<file path="config.mk">
export PLATFORM = sky130hd
export DESIGN_NAME = entry_stream_deframer
export DESIGN_NICKNAME = d
export VERILOG_FILES = /design/src/hw/rtl/eds_pkg.sv /design/src/hw/rtl/entry_stream_deframer.sv /design/src/hw/rtl/eds_front.sv /design/src/hw/rtl/eds_queue.sv /design/src/hw/rtl/eds_back.sv
export SDC_FILE = /design/constraint.sdc
export NUM_CORES = 1
export LEC_CHECK = 0
export BUFFER_PORTS_ARGS = -buffer_cell sky130_fd_sc_hd__buf_4
export CORE_ASPECT_RATIO = 2
export CORE_MARGIN = 3
export CORE_UTILIZATION = 60
export CTS_CLUSTER_DIAMETER = 40
export CTS_CLUSTER_SIZE = 8
export DETAILED_ROUTE_END_ITERATION = 10
export PLACE_DENSITY = 0.9
export RECOVER_POWER = 50
export SYNTH_ARGS = -nofsm -noshare
export SYNTH_HDL_FRONTEND = slang
export SYNTH_SLANG_ARGS = --single-unit
</file>
<file path="constraint.sdc">
create_clock -name clk -period 13.1 [get_ports clk]
set_input_delay 0 -clock clk [delete_from_list [all_inputs] [get_ports clk]]
set_output_delay 0 -clock clk [all_outputs]
set_load 0.05 [all_outputs]
</file>
<file path="src/hw/rtl/eds_pkg.sv">
// shared types and constants for the entry stream deframer
`timescale 1ns / 1ps

package eds_pkg;

  // header layout, counted in header bytes taken
  localparam logic [2:0] HC_LEN_HI  = 3'd0;
  localparam logic [2:0] HC_LEN_LO  = 3'd1;
  localparam logic [2:0] HC_TYPE_HI = 3'd2;
  localparam logic [2:0] HC_TYPE_LO = 3'd3;
  localparam logic [2:0] HC_PATH    = 3'd4;
  localparam logic [2:0] HDR_BYTES  = 3'd5;

  // width of the reported position field
  localparam int POS_W = 24;

  // result kind codes
  typedef enum logic [1:0] {
    KIND_PATH = 2'd0,
    KIND_DATA = 2'd1,
    KIND_END  = 2'd2
  } eds_kind_t;

  // one classified word handed from front to back
  typedef struct packed {
    eds_kind_t   kind;
    logic [7:0]  byte_val;
    logic [15:0] content;
    logic [7:0]  name_len;
    logic        last;
  } eds_entry_t;

endpackage

</file>
<file path="src/hw/rtl/entry_stream_deframer.sv">
// top level of the entry stream deframer
//
// Splits a byte stream of downlink entries into path and data words.
// Input channel (in_*): one entry byte per word with its mode and, in
// streamed mode, an end-of-entry flag. Header bytes are absorbed.
// Output channel (out_*): one word per path or data byte with its kind,
// index or offset, content type, path length and last mark; an entry
// without bytes to carry gives a single end marker word.
// Throughput: one input word per cycle while the queue has room; each
// byte needs only counter updates and compares in the front end.
// The front end writes the queue at the accepting edge; the queue head
// loads the output register, raising out_valid, once that register is
// free or being taken.
// When the receiver stalls, the output register holds its word and the
// queue absorbs up to two more; in_ready drops only when the queue is full.
// Reset (synchronous, rst_n low) clears the entry state, the queue and
// the output valid flag; the next byte is taken as the start of an entry.
// OFFSET_BITS sets the width of the byte counter, which saturates at
// its maximum; position reports its low 24 bits.
`timescale 1ns / 1ps

module entry_stream_deframer #(
  parameter int OFFSET_BITS = 24
) (
  input  logic                      clk,
  input  logic                      rst_n,
  input  logic                      in_valid,
  output logic                      in_ready,
  input  logic [7:0]                in_value,
  input  logic                      in_mode,
  input  logic                      in_stream_end,
  output logic                      out_valid,
  input  logic                      out_ready,
  output logic [1:0]                out_kind,
  output logic [7:0]                out_byte_out,
  output logic [eds_pkg::POS_W-1:0] out_position,
  output logic [15:0]               out_content_kind,
  output logic [7:0]                out_name_length,
  output logic                      out_last
);
  import eds_pkg::*;

  localparam int ENTRY_W = $bits(eds_entry_t);
  localparam int Q_W     = ENTRY_W + OFFSET_BITS;
  localparam int Q_DEPTH = 2;

  logic                   q_not_full, q_not_empty, q_push, q_pop;
  eds_entry_t             push_entry, head_entry;
  logic [OFFSET_BITS-1:0] push_idx, head_idx;
  logic [Q_W-1:0]         head_data;

  // header parsing and classification
  eds_front #(.OFFSET_BITS(OFFSET_BITS)) u_front (
    .clk           (clk),
    .rst_n         (rst_n),
    .in_valid      (in_valid),
    .in_ready      (in_ready),
    .in_value      (in_value),
    .in_mode       (in_mode),
    .in_stream_end (in_stream_end),
    .q_ready       (q_not_full),
    .push          (q_push),
    .push_entry    (push_entry),
    .push_idx      (push_idx)
  );

  // decoupling queue
  eds_queue #(.WIDTH(Q_W), .DEPTH(Q_DEPTH)) u_queue (
    .clk       (clk),
    .rst_n     (rst_n),
    .push      (q_push),
    .push_data ({push_entry, push_idx}),
    .not_full  (q_not_full),
    .pop       (q_pop),
    .not_empty (q_not_empty),
    .head_data (head_data)
  );

  assign head_entry = head_data[Q_W-1:OFFSET_BITS];
  assign head_idx   = head_data[OFFSET_BITS-1:0];

  // output formatting and register
  eds_back #(.OFFSET_BITS(OFFSET_BITS)) u_back (
    .clk              (clk),
    .rst_n            (rst_n),
    .q_not_empty      (q_not_empty),
    .q_entry          (head_entry),
    .q_idx            (head_idx),
    .q_pop            (q_pop),
    .out_valid        (out_valid),
    .out_ready        (out_ready),
    .out_kind         (out_kind),
    .out_byte_out     (out_byte_out),
    .out_position     (out_position),
    .out_content_kind (out_content_kind),
    .out_name_length  (out_name_length),
    .out_last         (out_last)
  );

endmodule

</file>
<file path="src/hw/rtl/eds_front.sv">
// front end: header parsing and classification of each received word
`timescale 1ns / 1ps

module eds_front #(
  parameter int OFFSET_BITS = 24
) (
  input  logic                    clk,
  input  logic                    rst_n,
  input  logic                    in_valid,
  output logic                    in_ready,
  input  logic [7:0]              in_value,
  input  logic                    in_mode,
  input  logic                    in_stream_end,
  input  logic                    q_ready,
  output logic                    push,
  output eds_pkg::eds_entry_t     push_entry,
  output logic [OFFSET_BITS-1:0]  push_idx
);
  import eds_pkg::*;

  localparam int OB = OFFSET_BITS;

  logic [2:0]    header_count_r, header_count_nxt;
  logic [15:0]   payload_length_r, payload_length_nxt;
  logic [15:0]   content_code_r, content_code_nxt;
  logic [7:0]    path_length_r, path_length_nxt;
  logic [OB-1:0] bytes_seen_r, bytes_seen_nxt;

  logic          accept;
  logic          end_flag;
  logic          in_header;
  logic [2:0]    hc_eff;
  logic [2:0]    hc_inc;
  logic [15:0]   pl_hdr, cc_hdr;
  logic [7:0]    plen_hdr;
  logic          hdr_done;
  logic [OB:0]   seen_inc;
  logic [OB:0]   entry_total;
  logic          pay_last;

  assign in_ready = q_ready;
  assign accept   = in_valid && in_ready;
  assign end_flag = in_mode & in_stream_end;
  assign in_header = header_count_r < HDR_BYTES;

  // header field capture; a streamed entry starts at the content type
  always_comb begin
    hc_eff   = (header_count_r == HC_LEN_HI && in_mode) ? HC_TYPE_HI : header_count_r;
    pl_hdr   = payload_length_r;
    cc_hdr   = content_code_r;
    plen_hdr = path_length_r;
    unique case (hc_eff)
      HC_LEN_HI:  pl_hdr = {in_value, 8'h00};
      HC_LEN_LO:  pl_hdr = {payload_length_r[15:8], in_value};
      HC_TYPE_HI: cc_hdr = {in_value, 8'h00};
      HC_TYPE_LO: cc_hdr = {content_code_r[15:8], in_value};
      default:    plen_hdr = in_value;
    endcase
    hc_inc   = hc_eff + 3'd1;
    hdr_done = end_flag ||
               (hc_inc == HDR_BYTES && !in_mode && pl_hdr == 16'd0 && plen_hdr == 8'd0);
  end

  // end of entry for path and data words
  assign seen_inc    = {1'b0, bytes_seen_r} + (OB+1)'(1);
  assign entry_total = (OB+1)'(payload_length_r) + (OB+1)'(path_length_r);
  assign pay_last    = in_mode ? end_flag : (seen_inc >= entry_total);

  // classification and next state
  always_comb begin
    header_count_nxt   = header_count_r;
    payload_length_nxt = payload_length_r;
    content_code_nxt   = content_code_r;
    path_length_nxt    = path_length_r;
    bytes_seen_nxt     = bytes_seen_r;
    push               = 1'b0;
    push_idx           = bytes_seen_r;
    push_entry.kind     = KIND_END;
    push_entry.byte_val = in_value;
    push_entry.content  = content_code_r;
    push_entry.name_len = path_length_r;
    push_entry.last     = 1'b0;
    if (accept) begin
      if (in_header) begin
        header_count_nxt   = hc_inc;
        payload_length_nxt = pl_hdr;
        content_code_nxt   = cc_hdr;
        path_length_nxt    = plen_hdr;
        push_entry.content  = cc_hdr;
        push_entry.name_len = plen_hdr;
        push_entry.byte_val = 8'h00;
        push_entry.last     = 1'b1;
        push_idx            = '0;
        push                = hdr_done;
      end else begin
        push = 1'b1;
        push_entry.kind = (bytes_seen_r < OB'(path_length_r)) ? KIND_PATH : KIND_DATA;
        push_entry.last = pay_last;
        if (!(&bytes_seen_r)) begin
          bytes_seen_nxt = seen_inc[OB-1:0];
        end
      end
      // a completed entry returns everything to the idle header state
      if (push && push_entry.last) begin
        header_count_nxt   = HC_LEN_HI;
        payload_length_nxt = 16'd0;
        content_code_nxt   = 16'd0;
        path_length_nxt    = 8'd0;
        bytes_seen_nxt     = '0;
      end
    end
  end

  // entry state registers
  always_ff @(posedge clk) begin
    if (!rst_n) begin
      header_count_r   <= HC_LEN_HI;
      payload_length_r <= 16'd0;
      content_code_r   <= 16'd0;
      path_length_r    <= 8'd0;
      bytes_seen_r     <= '0;
    end else begin
      header_count_r   <= header_count_nxt;
      payload_length_r <= payload_length_nxt;
      content_code_r   <= content_code_nxt;
      path_length_r    <= path_length_nxt;
      bytes_seen_r     <= bytes_seen_nxt;
    end
  end

  // header counter never passes the header size
  a_hc_range: assert property (@(posedge clk) disable iff (!rst_n)
    header_count_r <= HDR_BYTES)
    else $error("header count out of range");

  // a finished entry leaves the header state cleared
  a_clear: assert property (@(posedge clk) disable iff (!rst_n)
    (push && push_entry.last) |=> (header_count_r == HC_LEN_HI && bytes_seen_r == '0))
    else $error("entry state not cleared after last word");

  // words are only pushed while the queue has room
  a_room: assert property (@(posedge clk) disable iff (!rst_n)
    push |-> q_ready)
    else $error("push into a full queue");

endmodule

</file>
<file path="src/hw/rtl/eds_queue.sv">
// small queue between the front and back ends
`timescale 1ns / 1ps

module eds_queue #(
  parameter int WIDTH = 60,
  parameter int DEPTH = 2
) (
  input  logic             clk,
  input  logic             rst_n,
  input  logic             push,
  input  logic [WIDTH-1:0] push_data,
  output logic             not_full,
  input  logic             pop,
  output logic             not_empty,
  output logic [WIDTH-1:0] head_data
);

  localparam int PW = (DEPTH > 1) ? $clog2(DEPTH) : 1;
  localparam int CW = $clog2(DEPTH + 1);

  logic [WIDTH-1:0] slots_r [DEPTH];
  logic [PW-1:0]    wr_ptr_r, rd_ptr_r;
  logic [CW-1:0]    count_r;
  logic             do_push, do_pop;

  assign not_full  = count_r != CW'(DEPTH);
  assign not_empty = count_r != '0;
  assign do_push   = push && not_full;
  assign do_pop    = pop && not_empty;
  assign head_data = slots_r[rd_ptr_r];

  // storage
  always_ff @(posedge clk) begin
    if (do_push) begin
      slots_r[wr_ptr_r] <= push_data;
    end
  end

  // pointers and fill count
  always_ff @(posedge clk) begin
    if (!rst_n) begin
      wr_ptr_r <= '0;
      rd_ptr_r <= '0;
      count_r  <= '0;
    end else begin
      if (do_push) begin
        wr_ptr_r <= (wr_ptr_r == PW'(DEPTH - 1)) ? '0 : wr_ptr_r + PW'(1);
      end
      if (do_pop) begin
        rd_ptr_r <= (rd_ptr_r == PW'(DEPTH - 1)) ? '0 : rd_ptr_r + PW'(1);
      end
      if (do_push && !do_pop) begin
        count_r <= count_r + CW'(1);
      end else if (do_pop && !do_push) begin
        count_r <= count_r - CW'(1);
      end
    end
  end

  // fill count stays within the depth
  a_count: assert property (@(posedge clk) disable iff (!rst_n)
    count_r <= CW'(DEPTH))
    else $error("queue count beyond depth");

endmodule

</file>
<file path="src/hw/rtl/eds_back.sv">
// back end: position formatting and the output register
`timescale 1ns / 1ps

module eds_back #(
  parameter int OFFSET_BITS = 24
) (
  input  logic                              clk,
  input  logic                              rst_n,
  input  logic                              q_not_empty,
  input  eds_pkg::eds_entry_t               q_entry,
  input  logic [OFFSET_BITS-1:0]            q_idx,
  output logic                              q_pop,
  output logic                              out_valid,
  input  logic                              out_ready,
  output logic [1:0]                        out_kind,
  output logic [7:0]                        out_byte_out,
  output logic [eds_pkg::POS_W-1:0]         out_position,
  output logic [15:0]                       out_content_kind,
  output logic [7:0]                        out_name_length,
  output logic                              out_last
);
  import eds_pkg::*;

  localparam int OB   = OFFSET_BITS;
  localparam int WIDE = (OB > POS_W) ? OB : POS_W;

  logic              out_valid_r;
  eds_kind_t         kind_r;
  logic [7:0]        byte_r;
  logic [POS_W-1:0]  pos_r, pos_nxt;
  logic [15:0]       content_r;
  logic [7:0]        name_len_r;
  logic              last_r;
  logic [OB-1:0]     pos_ob;
  logic [WIDE-1:0]   pos_wide;

  // load a new word when the output register is free or being taken
  assign q_pop = q_not_empty && (!out_valid_r || out_ready);

  // path index, data offset with saturation, or zero for an end marker
  always_comb begin
    case (q_entry.kind)
      KIND_PATH: pos_ob = q_idx;
      KIND_DATA: pos_ob = (&q_idx) ? q_idx : q_idx - OB'(q_entry.name_len);
      default:   pos_ob = '0;
    endcase
    pos_wide = WIDE'(pos_ob);
    pos_nxt  = pos_wide[POS_W-1:0];
  end

  // output valid flag
  always_ff @(posedge clk) begin
    if (!rst_n) begin
      out_valid_r <= 1'b0;
    end else if (q_pop) begin
      out_valid_r <= 1'b1;
    end else if (out_ready) begin
      out_valid_r <= 1'b0;
    end
  end

  // output payload
  always_ff @(posedge clk) begin
    if (q_pop) begin
      kind_r     <= q_entry.kind;
      byte_r     <= q_entry.byte_val;
      pos_r      <= pos_nxt;
      content_r  <= q_entry.content;
      name_len_r <= q_entry.name_len;
      last_r     <= q_entry.last;
    end
  end

  assign out_valid        = out_valid_r;
  assign out_kind         = kind_r;
  assign out_byte_out     = byte_r;
  assign out_position     = pos_r;
  assign out_content_kind = content_r;
  assign out_name_length  = name_len_r;
  assign out_last         = last_r;

endmodule

</file>
==> run_summary.xml <==
<?xml version="1.0" encoding="UTF-8"?>
<metrics>
  <group name="outcome">
    <metric name="status" unit="">finished with violations</metric>
    <metric name="failed_checks" unit="">max-capacitance violations, max-slew violations</metric>
  </group>
  <group name="timing">
    <metric name="rsz0062_at_grt" unit="">no</metric>
    <metric name="max_slew_margin" unit="%">-132</metric>
    <metric name="finalCriticalPeriod" unit="ns">6.80</metric>
    <metric name="finClkSkew" unit="ns">0.0212</metric>
    <metric name="report.final.setup_viol" unit="">0</metric>
    <metric name="hold_viol_final" unit="">0</metric>
    <metric name="tns" unit="ns">0</metric>
    <metric name="worst_slew_pin_slew" unit="ns">3.48</metric>
    <metric name="timing_max_transition_violations_final" unit="">115</metric>
    <metric name="post-route-worst-setup-slack" unit="ns">6.30</metric>
    <metric name="min_period_over_period" unit="%">51.9</metric>
    <metric name="fmaxAchievable" unit="GHz">0.147</metric>
  </group>
  <group name="route">
    <metric name="wl_per_cell" unit="um">20.8</metric>
    <metric name="detail_route.vias_per_cell" unit="">6.32</metric>
    <metric name="drc_errors" unit="">0</metric>
    <metric name="route.final.wire_length" unit="um">30100</metric>
    <metric name="detailedRoute.firstPassIterationCount" unit="">8</metric>
    <metric name="ant_nets" unit="">0</metric>
    <metric name="detailedRoute.firstIterationViolations" unit="">854</metric>
    <metric name="dr_total_vias" unit="">9152</metric>
  </group>
  <group name="worst_setup_path">
    <metric name="critPathTopFamily" unit="">buffers and inverters</metric>
    <metric name="critPathMaxStageDelay" unit="ns">2.20</metric>
    <metric name="crit_type" unit="">reg -&gt; reg</metric>
    <metric name="timing.critical_path.slowest_stage_cell" unit="">clkbuf_1</metric>
    <metric name="worstSetupPathDepth" unit="">13</metric>
    <metric name="setup.worst_path.end_class" unit="">flip-flop</metric>
    <metric name="path_cells" unit="">clkbuf_1 -&gt; nor2b_1 -&gt; a21oi_1 -&gt; inv_1 -&gt; ha_1 -&gt; nor2b_1 -&gt; o21ai_0 -&gt; a21oi_1 -&gt; o21ai_0 -&gt; a21o_1 -&gt; nand3b_1 -&gt; nor4_1 -&gt; mux2i_1</metric>
    <metric name="rr_worst_depth" unit="">13</metric>
    <metric name="worst-path-buf-inv" unit="">2</metric>
    <metric name="path_max_fanout" unit="">53</metric>
    <metric name="critical_path_required" unit="ns">13.35</metric>
    <metric name="crit_arrival" unit="ns">7.05</metric>
    <metric name="cp-start-kind" unit="">flip-flop</metric>
  </group>
  <group name="synth">
    <metric name="synth_async_sr_flop_share" unit="%">0</metric>
    <metric name="synth.ff_latch_count" unit="">250</metric>
    <metric name="postSynthAreaPerCell" unit="um^2">11.4</metric>
    <metric name="postSynthCellCount" unit="">1080</metric>
    <metric name="synthTopCellsByArea" unit="">edfxtp_1 43%, dfxtp_1 12%, ha_1 4.8%, mux2_2 2.8%, nor2_1 2.5%</metric>
    <metric name="synth_enable_flop_cells" unit="">177</metric>
    <metric name="synth.top_cell.area_share" unit="%">43.3</metric>
    <metric name="yosysSeqAreaShare" unit="%">55.2</metric>
    <metric name="synth_ff_type" unit="">edfxtp_1</metric>
    <metric name="synth_warnings" unit="">0</metric>
    <metric name="synthMostInstantiatedCell" unit="">edfxtp_1</metric>
    <metric name="ys_top_cells_by_count" unit="">177 x edfxtp_1, 82 x nor2_1, 73 x dfxtp_1</metric>
    <metric name="syn-num-nets" unit="">1143</metric>
    <metric name="netlist_area" unit="um^2">12300</metric>
    <metric name="ys_types" unit="">73</metric>
    <metric name="synth.largest_area_cell" unit="">edfxtp_1</metric>
  </group>
  <group name="clock_network">
    <metric name="cts_resized" unit="">0</metric>
    <metric name="numCtsBuffers" unit="">37</metric>
    <metric name="cts.htree.levels" unit="">2</metric>
    <metric name="tritoncts_num_sinks" unit="">250</metric>
    <metric name="clk_latency_worst_skew_pair" unit="ns">0.52</metric>
    <metric name="cts_tree" unit="">built</metric>
    <metric name="clk_root_buffer_cell" unit="">clkbuf_16</metric>
    <metric name="clock_path_buffers" unit="">3</metric>
    <metric name="clk_pin_slew" unit="ns">0.05</metric>
  </group>
  <group name="floorplanning">
    <metric name="fp.coreArea" unit="um^2">20000</metric>
    <metric name="num_io_pins" unit="">75</metric>
    <metric name="initial_core_util" unit="%">61.4</metric>
    <metric name="die_height" unit="um">208</metric>
    <metric name="die-area" unit="um^2">22300</metric>
    <metric name="die-width" unit="um">107</metric>
    <metric name="row_count" unit="">73</metric>
  </group>
  <group name="layout">
    <metric name="antennaDiodeCount" unit="">0</metric>
    <metric name="layout-drive-gt1-share" unit="%">8.69</metric>
    <metric name="final_net_count" unit="">1220</metric>
    <metric name="synthToLayoutAreaGrowth" unit="%">13.2</metric>
    <metric name="final_util" unit="%">69.5</metric>
  </group>
  <group name="global_routing">
    <metric name="grt_antenna_before_repair" unit="">0</metric>
    <metric name="globalRoute.totalOverflow" unit="">0</metric>
    <metric name="number_of_global_route_vias_before_repair" unit="">9103</metric>
    <metric name="gr-usage-all-layers" unit="%">26.8</metric>
    <metric name="grt_max_degree" unit="">61</metric>
    <metric name="grt_first_pass_wirelength" unit="um">47000</metric>
  </group>
  <group name="placed_design">
    <metric name="port_buffers" unit="">74</metric>
    <metric name="hpwl" unit="um">20400</metric>
    <metric name="dp_worst_setup_slack" unit="ns">8.16</metric>
    <metric name="gpl.final_weighted_congestion" unit="">0.957</metric>
  </group>
  <group name="min_path">
    <metric name="hold-path-cell-count" unit="">3</metric>
    <metric name="min_path_type" unit="">in -&gt; reg</metric>
  </group>
  <group name="pwr">
    <metric name="power.density_cell_area" unit="nW/um^2">200</metric>
    <metric name="maximum_vdd_drop" unit="uV">122</metric>
    <metric name="p_leak" unit="nW">4.97</metric>
    <metric name="p_total" unit="mW">2.79</metric>
  </group>
  <group name="flow_run">
    <metric name="cap_viol_max_count" unit="">2</metric>
  </group>
</metrics>
worst reg2reg max path, cell delays in order, from the launching register on:
cell and delay [ns]:
dfxtp_1 1.26, clkbuf_1 2.20, nor2b_1 0.32, a21oi_1 0.44, inv_1 0.09, ha_1 0.33
nor2b_1 0.15, o21ai_0 0.24, a21oi_1 0.13, o21ai_0 0.24, a21o_1 0.32, nand3b_1 0.27
nor4_1 0.43, mux2i_1 0.12
cell type report:
type	count	area (um^2)
clock buffers	62	1020
multi-input cells	722	5060
clock inverters	5	47.5
fillers	1403	6100
repair buffers	92	475
well taps	262	328
flip-flops and latches	250	6780
inverters	54	203
per-layer routing:
layer	track usage (%)	vias to the layer above	wire [um]
met5	0	-	0
met2	48.3	470	16000
met3	3.60	156	1720
met1	28.9	4346	10300
li1	-	4180	-
met4	16.9	0	2060
report_power, final:
part	internal (mW)	leakage [nW]	switching [mW]	total (mW)
clock network	0.531	0.512	0.335	0.866
logic	0.204	2.19	0.636	0.840
registers	1.02	2.27	0.0627	1.08
cells in the final DEF (no fill, tap or decap), types with 9 or more instances in the layout:
cell and n:
a21oi_1 27, a22o_1 31, a32oi_1 13, and2_0 22, and3_1 10, buf_4 18
clkbuf_1 89, clkbuf_16 37, dfxtp_1 73, dlygate4sd3_1 10, edfxtp_1 177, ha_1 47
inv_1 52, mux2_1 9, mux2_2 22, mux2i_1 22, nand2_1 64, nand2b_1 13
nand3_1 34, nand4_1 21, nor2_1 81, nor2b_1 17, nor3_1 26, nor4_1 12
o21ai_0 46, o21ai_1 21, xnor2_1 24, xor2_1 29
sequential cells by signal (all words and copies together), names as in the netlist, 3 cells and up, named ones only:
name / count
u_queue.slots_r: 118
u_back.out_position: 24
u_front.bytes_seen_r: 24
u_back.out_content_kind: 16
u_front.content_code_r: 16
u_front.payload_length_r: 16
u_back.out_byte_out: 8
u_back.out_name_length: 8
u_front.path_length_r: 8
u_front.header_count_r: 3
worst paths after layout:
kind	to	slack, ns	startpoint
setup reg to reg	u_back.out_position[18]	6.30	flip-flop
hold / removal	u_queue.slots_r[0][58]	0.11	in_valid
hold reg to reg	u_front.content_code_r[13]	0.45	u_front.content_code_r[13]
setup / recovery	u_back.out_position[18]	6.30	flip-flop
cell families (layout without fill, tap and decap cells):
| family | count (synthesis) | after routing | share of synthesized area [%] |
|---|---|---|---|
| and+or+nand+nor | 340 | 340 | 14.0 |
| buffers and inverters | 108 | 213 | 3.75 |
| xor gates and xnor gates | 53 | 53 | 3.78 |
| AOI/OAI and AO/OA | 227 | 227 | 13.5 |
| adders and majority gates | 49 | 49 | 5.11 |
| muxes | 53 | 53 | 4.64 |
| DFF | 250 | 250 | 55.2 |
metrics by stage:
stage               instance area [um^2]  hold slack [ns]  std cells
finish                             13900            0.111       1447
global route                       13900            0.120       1447
CTS                                14200           0.0873       1447
detailed placement                 13000            0.310       1370
global placement                   13000            0.308       1370
floorplan                          12300            0.251       1080
repair_timing:
item | CTS | global route
buffers inserted | 0 | 0
hold endpoints to repair | 69 | 0
hold buffers | 10 | 0
(Power assumes the default switching activity.)
